$ cat src/armu_pkg.sv
// shared types and request codes for the atomic read-modify-write memory unit
package armu_pkg;

  localparam int REQ_W  = 5;
  localparam int SIZE_W = 2;
  localparam int ADDR_W = 11;
  localparam int DATA_W = 64;

  localparam logic [REQ_W-1:0] REQ_LOAD       = 5'd0;
  localparam logic [REQ_W-1:0] REQ_STORE      = 5'd1;
  localparam logic [REQ_W-1:0] REQ_XCHG       = 5'd2;
  localparam logic [REQ_W-1:0] REQ_CAS        = 5'd3;
  localparam logic [REQ_W-1:0] REQ_FETCH_ADD  = 5'd4;
  localparam logic [REQ_W-1:0] REQ_FETCH_SUB  = 5'd5;
  localparam logic [REQ_W-1:0] REQ_FETCH_AND  = 5'd6;
  localparam logic [REQ_W-1:0] REQ_FETCH_OR   = 5'd7;
  localparam logic [REQ_W-1:0] REQ_FETCH_XOR  = 5'd8;
  localparam logic [REQ_W-1:0] REQ_FETCH_NAND = 5'd9;
  localparam logic [REQ_W-1:0] REQ_ADD_FETCH  = 5'd10;
  localparam logic [REQ_W-1:0] REQ_SUB_FETCH  = 5'd11;
  localparam logic [REQ_W-1:0] REQ_AND_FETCH  = 5'd12;
  localparam logic [REQ_W-1:0] REQ_OR_FETCH   = 5'd13;
  localparam logic [REQ_W-1:0] REQ_XOR_FETCH  = 5'd14;
  localparam logic [REQ_W-1:0] REQ_NAND_FETCH = 5'd15;
  localparam logic [REQ_W-1:0] REQ_FLAG_SET   = 5'd16;
  localparam logic [REQ_W-1:0] REQ_FLAG_CLEAR = 5'd17;

  localparam logic [SIZE_W-1:0] SIZE_BYTE  = 2'd0;
  localparam logic [SIZE_W-1:0] SIZE_HALF  = 2'd1;
  localparam logic [SIZE_W-1:0] SIZE_WORD  = 2'd2;
  localparam logic [SIZE_W-1:0] SIZE_DWORD = 2'd3;

  typedef enum logic [1:0] {
    ST_CLEAR,
    ST_IDLE,
    ST_EXEC
  } state_t;

  typedef struct packed {
    logic clear_en;
    logic accept;
    logic exec;
  } cmd_t;

  typedef struct packed {
    logic clear_last;
    logic out_room;
  } status_t;

endpackage

$ cat src/armu_ctrl.sv
// controller state machine: clearing pass, request accept, execute handoff
module armu_ctrl (
  input  logic             clk,
  input  logic             rst_n,
  input  logic             in_valid,
  input  armu_pkg::status_t status,
  output armu_pkg::cmd_t   cmd,
  output logic             in_stall
);
  import armu_pkg::*;

  state_t state_r;
  state_t state_nxt;

  always_ff @(posedge clk) begin
    if (!rst_n) begin
      state_r <= ST_CLEAR;
    end else begin
      state_r <= state_nxt;
    end
  end

  always_comb begin
    state_nxt = state_r;
    unique case (state_r)
      ST_CLEAR: begin
        if (status.clear_last) state_nxt = ST_IDLE;
      end
      ST_IDLE: begin
        if (in_valid) state_nxt = ST_EXEC;
      end
      ST_EXEC: begin
        if (status.out_room) state_nxt = ST_IDLE;
      end
      default: state_nxt = ST_CLEAR;
    endcase
  end

  always_comb begin
    cmd      = '0;
    in_stall = 1'b1;
    unique case (state_r)
      ST_CLEAR: begin
        cmd.clear_en = 1'b1;
      end
      ST_IDLE: begin
        in_stall   = 1'b0;
        cmd.accept = in_valid;
      end
      ST_EXEC: begin
        cmd.exec = status.out_room;
      end
      default: begin
        cmd = '0;
      end
    endcase
  end

endmodule

$ cat config.mk
export PLATFORM = sky130hd
export DESIGN_NAME = armu_ctrl
export DESIGN_NICKNAME = d
export VERILOG_FILES = /design/src/armu_pkg.sv /design/src/armu_ctrl.sv
export SDC_FILE = /design/constraint.sdc
export NUM_CORES = 1
export LEC_CHECK = 0
export BUFFER_PORTS_ARGS = -buffer_cell sky130_fd_sc_hd__buf_2
export CAP_MARGIN = 20
export CORE_AREA = 3 3 40 42
export DETAILED_ROUTE_END_ITERATION = 8
export DIE_AREA = 0 0 43 45
export GPL_TIMING_DRIVEN = 0
export PLACE_DENSITY = 0.3
export RECOVER_POWER = 25
export SYNTH_ARGS = -nofsm -noshare
export SYNTH_HDL_FRONTEND = slang
export SYNTH_SLANG_ARGS = --single-unit
$ cat constraint.sdc
create_clock -name clk -period 2 [get_ports clk]
set_input_delay 0.1 -clock clk [delete_from_list [all_inputs] [get_ports clk]]
set_output_delay 0.1 -clock clk [all_outputs]
set_load 0.02 [all_outputs]
# Word level (Yosys, flattened, before mapping)

Index checks and enable logic that the tools add are counted.

RAM bits: 0
Latch bits: 0
ROM bits: 0
Input port bits: 5
Register bits: 2
Memories: 0

Bitwise operators: 0
Multiply operators: 0
Reduce and logical (&&, ||, !) cells: 2
Add/subtract/negate cells: 0
Mux-type cells: 8
Shift-type cells: 0
Div/mod/pow operators: 0
Magnitude comparators: 0
Equal/unequal tests: 5

Operators with widths:

| operator             | count |
|---|---|
| $mux W2              | 3 |
| $ne A2 B2 Y1 const B | 3 |
| $pmux W2 S3          | 1 |
| $mux W1              | 4 |
| $reduce_and A3 Y1    | 1 |
| $eq A2 B1 Y1 const B | 1 |
| $eq A2 B2 Y1 const B | 1 |
| $logic_not A2 Y1     | 1 |

# Logic depth before layout (Yosys ltp)

Gate-level depths: netlist of run 1.

Depth in word-level cells: 3
Depth in mapped cells: 2

# Least setup slack after synthesis of run 1

OpenSTA, ideal clock, no wires.

Path type: register to register
From: register state_r[0]
To: register state_r[0]
Cell stages (with the launch flop): 3
Buffers on the path: 0
Data required time: 1883 ps
Setup slack: 1042 ps
Arrival time: 841 ps
Period minus slack after synthesis: 958 ps
Path through: dfxtp_1 -> and3b_1 -> a32o_1

Longest elaborated chain between the ends: 3

RTL lines:

| item                                 | RTL line        | RTL |
|---|---|---|
| start, declared                      | armu_ctrl.sv:12 | `state_t state_r;` |
| start signal, assigned               | armu_ctrl.sv:19 | `state_r <= state_nxt;` |
| $eq A2 B2 Y1 (tied with other cells) | armu_ctrl.sv:25 | `unique case (state_r)` |
| $ne A2 B2 Y1 (no source line)        | n/a             |  |
| $reduce_and A3 Y1 (no source line)   | n/a             |  |

Parallel ways exist; a longest one is shown, timed or not.
A chain may end at the register's enable or synchronous reset.

# Final worst setup path of run 1

From: register state_r[0]
To: output in_stall

Longest elaborated chain between the ends: 2

RTL lines:

| item          | RTL line        | RTL |
|---|---|---|
| $eq A2 B1 Y1  | armu_ctrl.sv:42 | `unique case (state_r)` |
| $mux W1       | armu_ctrl.sv:42 |  |
| end, declared | armu_ctrl.sv:8  | `output logic in_stall` |

Every way passes these cells.

==> results of run 1 <==
-- cells by family after synthesis --
kind of cell,count (synthesis),share of synthesized area
simple gates,8,0.489
flops,2,0.356
compound gates,2,0.156
-- power by group --
| group | internal (mW) | switching [mW] |
|---|---|---|
| clock | 0.0661 | 0.0212 |
| combinational | 0.0155 | 0.0164 |
| sequential | 0.0435 | 0.00415 |
| total | 0.125 | 0.0418 |
-- worst paths after layout --
check	from	cells past startpoint	endpoint	slack, ps
worst max register to register	state_r[0]	2	state_r[0]	1070
worst max-delay path	state_r[0]	2	in_stall	890
worst min-delay path	rst_n	2	state_r[1]	120
worst min register to register	state_r[0]	2	state_r[0]	590
-- stage by stage --
step,instance area (µm²),utilization
after floorplan,113,-
after global placement,171,0.133
after detailed placement,171,0.133
after CTS,194,0.151
after global routing,194,0.151
final,194,0.151
-- layout make-up --
class / instances / area, µm² / area share
Timing Repair Buffer: 8 / 40.0 / 0.206
Clock buffer: 3 / 22.5 / 0.116
Sequential cell: 2 / 40.0 / 0.206
Multi-Input combinational cell: 10 / 72.6 / 0.374
Tap cell: 15 / 18.8 / 0.0968
-- layout by cell type (no fill, tap or decap), drive strengths merged --
cell / netlist / routed
and2b: 1 / 1
or2: 1 / 1
buf: 0 / 8
clkbuf: 0 / 3
or2b: 1 / 1
nand2: 1 / 1
and3b: 2 / 2
dfxtp: 2 / 2
o21a: 1 / 1
nor3b: 1 / 1
a32o: 1 / 1
nor2: 1 / 1
-- Yosys cell counts, drive strengths merged --
cell and n:
and3b 2, o21a 1, and2b 1, or2 1, nor3b 1, a32o 1
dfxtp 2, nand2 1, or2b 1, nor2 1
-- metal layers --
metal	track usage	wire, µm
met5	0	0
met4	0.0723	0
met3	0.0279	65
met2	0.0359	111
met1	0.0360	113
-- worst reg2reg max path, cell delays in order (launching register included) --
cell	delay (ps)
dfxtp_1	340
or2_1	230
a32o_1	240
==> results.txt, run 1 <==
----------------------------------------------------
[Cells and area]
  Area grow syn2layout ... 72.2%
  Max FFs per register ... 2
  Fraction of layout cells with a size suffix above 1 ... 0.522
  Post-layout instance count excluding filler cells ... 38
  Biggest registers after layout ... state_r x2
  Register bank with the most flops ... state_r
  Final-layout fill cell count ... 149
  Layout Nets ... 30
  Diodes inserted ... 0

[Power]
  Total leakage power ... 0.0942 nW
  Sum of internal, switching and leakage power ... 0.167 mW
  Ratio of total power to cell area ... 860 nW/µm²
  Maximum vdd drop ... 0.155 mV

[Critical path]
  Slowest cell delay on critical path ... 400 ps
  CP top delay family ... flip-flops
  CP startpoint kind ... flop
  Startpoint-to-endpoint class of the critical path ... flop to output pin
  Worst path buffer plus inverter count ... 1
  Data arrival time of the critical path ... 1010 ps
  Worst-path maximum fanout ... 7
  Worst path slowest cell ... dfxtp_1
  Crit path capture type ... output pin
  Worst Path Required ... 1900 ps
  Series of cell instances along the critical path ... or2b_1, buf_2

[Clock network]
  Clock input transition at the sequential cells of the worst setup and hold paths ... 30 ps
  Buffers from clock root to sink, at most ... 2
  Clk_lat worst skew ... 220 ps
  Number of buffers created by CTS ... 3
  Clock Root Buffer ... clkbuf_4
  Clock sink count ... 2
  Number of setup buffers added after CTS ... 0
  # H-tree levels ... 1
  CTS tree ... built
  Number of buffers inserted by hold repair at cts ... 0
  CTS resizes ... 0

[Synth]
  Number of synthesized register bits ... 2
  Synthesized instance count ... 12
  Post-Syn Nets ... 17
  Area share of the leading cell type in the synthesized netlist ... 0.356
  Avg Cell Area, Syn ... 9.38 µm²
  Post-synthesis cell type count ... 11
  Largest cells by area after synthesis ... dfxtp_1, a32o_1, and3b_2
  Post-synthesis instance area ... 113 µm²
  Portion of the post-synthesis area used by sequential elements ... 0.356
  Number of synthesis warnings ... 0
  Dominant cell type by area after synthesis ... dfxtp_1

[Global route]
  Number of antenna violations at the first check in global routing ... 0
  First-pass GRT wire length ... 455 µm
  GRT Overall Usage ... 0.0382
  Vias in the first global route ... 121
  Pin count of the biggest net entering global routing ... 8
  Total congestion overflow ... 0

[Timing]
  Setup clock skew after layout ... 2.49 ps
  Min setup slack post-route ... 892 ps
  Unrepaired setup endpoints after global routing ... false
  Achievable frequency ... 903 MHz
  Period utilisation layout ... 0.554
  Final-report max-slew violation count ... 0
  Transition at the pin with the smallest max-transition slack ... 180 ps
  Min Hold Slack ... 115 ps
  Worst slew slack as a fraction of its limit ... 0.880
  Clock period minus worst slack ... 1110 ps
  Number of setup violations in the final report ... 0
  Fin. Hold Viols ... 0
  Final sum of negative setup slack ... 0 ps

[Floorplanning]
  Chip Width ... 43 µm
  Count of standard-cell rows ... 13
  Number of ports placed on the die boundary ... 9
  Core region area ... 1280 µm²
  Starting density of the core ... 0.0876
  Vertical die dimension ... 45 µm
  Total die area ... 1940 µm²

[Placement]
  Final estimated routing congestion in global placement ... 0.728
  Post-Place Cells ... 35
  # port buffers ... 8
  Worst setup slack before clock tree synthesis ... 1070 ps

[Drt]
  Antenna violation net count after detailed routing ... 0
  Initial DRT Pass Iterations ... 2
  Vias/cell ... 3.21
  Number of vias in the routed layout ... 122
  Average wire length per cell after detail routing ... 7.66 µm
  Final wirelength ... 291 µm
  Drc violations ... 0
  Detailed router's first-iteration violation count ... 1

[Run]
  Maximum Capacitance Violations ... 0

[Run status]
  Status ... complete, no violations

[Worst hold path]
  Worst hold path type ... primary input to flop

----------------------------------------------------
(Power assumes the default switching activity.)
==> run 2: changes to the inputs <==
- clock period: 2 -> 1 ns (I/O delays scaled with it)
==> run 2 against run 1 <==
Compared with the run above: via count increased by 4.9%; global-route usage down 0.083 points; clock power increased by 100%; critical path type is now flop to flop.
==> results.txt, run 2 (same netlist as run 1, synthesis figures left out) <==
----------------------------------------------------
[Cells and area]
  Area grow syn2layout ... 103%
  Register bank with the most flops ... state_r
  Layout Nets ... 31
  Biggest registers after layout ... state_r x2
  Fraction of layout cells with a size suffix above 1 ... 0.625
  Max FFs per register ... 2
  Post-layout instance count excluding filler cells ... 39
  Commonest cells after routing, fill and taps aside ... buf_2, buf_6, clkbuf_4
  Final non-filler cell area ... 229 µm²
  Diodes inserted ... 0

[Drt]
  Vias/cell ... 3.28
  Drc violations ... 0
  Average wire length per cell after detail routing ... 7.92 µm
  Final wirelength ... 309 µm
  Detailed router's first-iteration violation count ... 2
  Antenna violation net count after detailed routing ... 0
  Initial DRT Pass Iterations ... 2
  Number of vias in the routed layout ... 128

[Timing]
  Achievable frequency ... 1000 MHz
  Clock period minus worst slack ... 997 ps
  Min setup slack post-route ... 3.12 ps
  Transition at the pin with the smallest max-transition slack ... 250 ps
  Setup clock skew after layout ... 2.62 ps
  Fin. Hold Viols ... 0
  Period utilisation layout ... 0.997
  Final sum of negative setup slack ... 0 ps
  Unrepaired setup endpoints after global routing ... true
  Number of setup violations in the final report ... 0
  Worst slew slack as a fraction of its limit ... 0.834
  Final-report max-slew violation count ... 0

[Clock network]
  Clock sink count ... 2
  Buffers from clock root to sink, at most ... 2
  Number of buffers inserted by hold repair at cts ... 0
  CTS tree ... built
  Clk_lat worst skew ... 220 ps
  Clock input transition at the sequential cells of the worst setup and hold paths ... 30 ps
  Clock Root Buffer ... clkbuf_4
  Number of buffers created by CTS ... 3
  # H-tree levels ... 1

[Power]
  Sum of internal, switching and leakage power ... 0.348 mW
  Internal portion of total power ... 0.261 mW
  Sequential fraction of design power ... 0.278
  Clock power frac ... 0.502
  Net Sw Frac ... 0.249
  Total leakage power ... 0.103 nW
  Maximum vdd drop ... 0.324 mV
  Switching power of the nets ... 0.0866 mW
  Fraction of power consumed by combinational cells ... 0.221
  Ratio of total power to cell area ... 1520 nW/µm²

[Floorplanning]
  Core region area ... 1280 µm²
  Count of standard-cell rows ... 13
  Chip Width ... 43 µm
  Total die area ... 1940 µm²
  Number of ports placed on the die boundary ... 9
  Vertical die dimension ... 45 µm
  Starting density of the core ... 0.0876

[Critical path]
  Worst setup startpoint ... state_r[0]
  Worst path buffer plus inverter count ... 1
  Crit path capture type ... flop
  CP top delay family ... flip-flops
  Worst Path Required ... 1100 ps
  Startpoint-to-endpoint class of the critical path ... flop to flop
  Slowest cell delay on critical path ... 360 ps
  CP startpoint kind ... flop
  Worst path slowest cell ... dfxtp_4
  Capturing element of the worst setup path ... state_r[0]
  Data arrival time of the critical path ... 1100 ps
  Reg2reg start ... state_r[0]
  Worst flop-to-flop path endpoint ... state_r[0]
  Series of cell instances along the critical path ... and3b_2, buf_6, a32o_1
  Internal reg-to-reg setup slack ... 3 ps
  Worst-path maximum fanout ... 7
  Total stage count of the critical path ... 3
  Depth of the most critical reg-to-reg path ... 3

[Placement]
  # port buffers ... 8
  Final estimated routing congestion in global placement ... 0.728
  Post-Place Cells ... 35
  Placement-stage cell area ... 171 µm²
  Worst setup slack before clock tree synthesis ... 67.8 ps

[Global route]
  Number of antenna violations at the first check in global routing ... 0
  GRT Overall Usage ... 0.0374
  Vias in the first global route ... 118
  Total congestion overflow ... 0
  First-pass GRT wire length ... 441 µm
  Pin count of the biggest net entering global routing ... 8

[Run]
  Maximum Capacitance Violations ... 0

[Run status]
  Status ... complete, no violations

[Worst hold path]
  Worst hold path type ... primary input to flop

----------------------------------------------------
==> run 2: changes by cell type in the layout (fill, tap and decap cells not counted), sizes merged <==
cell and change:
clkbuf +1
==> run 2: area by class of cell <==
type                       instances  area (µm²)
timing repair buffer               9        68.8
multi-input combinational         10        73.8
clock buffer                       3        22.5
tap                               15        18.8
fill                             147        1060
sequential                         2        45.0
==> run 2: power groups by stage <==
stage | registers (mW) | logic (mW) | clock network [mW]
after floorplan | 0.0941 | 0.0414 | 0
after global placement | 0.0965 | 0.0658 | 0
after detailed placement | 0.0965 | 0.0649 | 0
after CTS | 0.0964 | 0.0756 | 0.186
after global routing | 0.0973 | 0.0823 | 0.189
final | 0.0966 | 0.0768 | 0.175
==> run 2: worst min-delay path by stage <==
stage,start,end,depth (start not counted)
after CTS,rst_n,state_r[1],2
after global routing,rst_n,state_r[1],2
after detailed placement,rst_n,state_r[1],2
final,rst_n,state_r[1],2
after floorplan,rst_n,state_r[1],1
after global placement,rst_n,state_r[1],2
==> run 2: stage by stage <==
stage	hold slack (ps)	utilization
2_1_floorplan	168	-
3_3_place_gp	297	0.133
3_5_place_dp	293	0.133
4_1_cts	57.6	0.172
5_1_grt	85.1	0.178
6_report	70.6	0.178
==> run 2: what timing repair did <==
action                                  CTS  global route
pin swaps                                 0             0
setup buffers                             1             0
gates resized for setup                   8             3
endpoints found under the setup margin    3             4
==> run 2: metal layers <==
layer  up-vias  track usage  wire (µm)
met1        52       0.0336        129
met4         0       0.0723          0
met2         9       0.0359        119
met3         0       0.0279         60
met5         -            0          0
li1         67            -          -
==> run 3: changes to the inputs <==
- CORE_AREA: 3 3 40 42 -> 2 2 39 41
- DIE_AREA: 0 0 43 45 -> 0 0 41 43
==> run 3 against run 2 <==
Compared with the run above: non-clock buffer count is 1 higher; routed wire length is 11% higher; cell count is 5.1% higher; critical path type is now flop to output pin; worst setup slack better by 10 ps; first-iteration DRC count stayed put; utilization is 0.82 points lower; count of clock-buffer cells in the layout stayed put; maximum frequency is 1.0% higher; critical path depth is 1 lower; sequential power is 2.4% lower; highest routed layer unchanged; worst hold slack better by 4.0 ps.
==> results.txt, run 3 (same netlist as run 1, synthesis figures left out) <==
----------------------------------------------------
[Global route]
  Vias in the first global route ... 121
  Total congestion overflow ... 0
  First-pass GRT wire length ... 441 µm
  Pin count of the biggest net entering global routing ... 7
  Number of antenna violations at the first check in global routing ... 0
  GRT Overall Usage ... 0.0450

[Timing]
  Clock period minus worst slack ... 987 ps
  Worst slew slack as a fraction of its limit ... 0.890
  Min setup slack post-route ... 13.1 ps
  Fin. Hold Viols ... 0
  Setup clock skew after layout ... 0.165 ps
  Period utilisation layout ... 0.987
  Number of setup violations in the final report ... 0
  Transition at the pin with the smallest max-transition slack ... 164 ps
  Achievable frequency ... 1010 MHz
  Unrepaired setup endpoints after global routing ... true
  Final-report max-slew violation count ... 0

[Drt]
  Average wire length per cell after detail routing ... 8.39 µm
  Detailed router's first-iteration violation count ... 2
  Drc violations ... 0
  Met1 Routed Length ... 145 µm
  Vias/cell ... 3.27
  DR WL met3 ... 62 µm
  Highest metal layer with signal wires ... met3
  Antenna violation net count after detailed routing ... 0
  Routed wl met2 ... 136 µm
  Initial DRT Pass Iterations ... 2
  Final wirelength ... 344 µm
  Number of vias in the routed layout ... 134

[Cells and area]
  Max FFs per register ... 2
  Area taken by flip-flops and latches ... 45.0 µm²
  Diodes inserted ... 0
  Biggest registers after layout ... state_r x2
  Area grow syn2layout ... 109%
  Final-layout fill cell count ... 163
  Commonest cells after routing, fill and taps aside ... buf_2, clkbuf_4, buf_6
  Area used by multi-input combinational logic ... 73.8 µm²
  Register bank with the most flops ... state_r
  Most frequent standard cell in the layout excluding fill and tap cells ... buf_2
  Layout Nets ... 32
  Fraction of layout cells with a size suffix above 1 ... 0.680

[Power]
  Ratio of total power to cell area ... 1520 nW/µm²
  Maximum vdd drop ... 0.230 mV
  Sum of internal, switching and leakage power ... 0.357 mW
  Total leakage power ... 0.109 nW

[Clock network]
  Number of buffers created by CTS ... 3
  CTS tree ... built
  Number of buffers inserted by hold repair at cts ... 0
  Clk_lat worst skew ... 220 ps
  Buffers from clock root to sink, at most ... 2
  # H-tree levels ... 1
  Clock input transition at the sequential cells of the worst setup and hold paths ... 30 ps
  Clock Root Buffer ... clkbuf_4
  Clock sink count ... 2

[Critical path]
  CP top delay family ... flip-flops
  Data arrival time of the critical path ... 940 ps
  Startpoint-to-endpoint class of the critical path ... flop to output pin
  Worst-path maximum fanout ... 6
  Worst path buffer plus inverter count ... 1
  Series of cell instances along the critical path ... or2b_1, buf_6
  CP startpoint kind ... flop
  Slowest cell delay on critical path ... 340 ps
  Crit path capture type ... output pin
  Worst path slowest cell ... dfxtp_2
  Worst Path Required ... 950 ps

[Placement]
  # port buffers ... 8
  Final estimated routing congestion in global placement ... 0.508
  Worst setup slack before clock tree synthesis ... 66.3 ps

[Worst hold path]
  Worst hold path type ... primary input to flop

[Floorplanning]
  Vertical die dimension ... 43 µm
  Total die area ... 1760 µm²
  Starting density of the core ... 0.0814
  Core region area ... 1380 µm²
  Number of ports placed on the die boundary ... 9
  Count of standard-cell rows ... 14
  Chip Width ... 41 µm

[Run]
  Maximum Capacitance Violations ... 0

[Run status]
  Status ... complete, no violations

----------------------------------------------------
[run 3: report_power, final]
group / internal, mW / total (mW) / switching [mW]
clock: 0.132 / 0.176 / 0.0436
combinational: 0.0488 / 0.0873 / 0.0385
sequential: 0.0869 / 0.0943 / 0.00742
total: 0.268 / 0.357 / 0.0896
[run 3: path summary, 6_finish.rpt]
path                              endpoint  depth (start not counted)  slack (ps)        from
worst min-delay path            state_r[1]                          2          70       rst_n
worst min register to register  state_r[0]                          2         550  state_r[0]
worst max-delay path              in_stall                          2          10  state_r[0]
worst max register to register  state_r[1]                          3          40  state_r[1]
[run 3: timing repair]
action / 4_1_cts / 5_1_grt
endpoints found under the setup margin: 3 / 4
buffers inserted: 2 / 0
pin swaps: 0 / 1
resized for setup: 5 / 5
[run 3: per-stage QoR]
stage	TNS (ps)	hold WS [ps]	util	cell area, µm²	instances
6_report	0	74.6	0.170	235	41
5_1_grt	-70.2	89.1	0.170	235	41
4_1_cts	-0.0898	59.5	0.160	221	41
3_5_place_dp	0	296	0.125	173	36
3_3_place_gp	0	307	0.125	173	36
2_1_floorplan	0	168	-	113	12
[run 3: layout make-up]
| class | count | area share |
|---|---|---|
| Multi-Input combinational cell | 10 | 0.314 |
| Tap cell | 16 | 0.0851 |
| Sequential cell | 2 | 0.191 |
| Timing Repair Buffer | 10 | 0.314 |
| Clock buffer | 3 | 0.0957 |
[run 3: metal layers]
metal,global-route usage,vias to the layer above
met5,0,-
met2,0.0438,9
met1,0.0414,55
li1,-,70
met3,0.0471,0
met4,0.0600,0
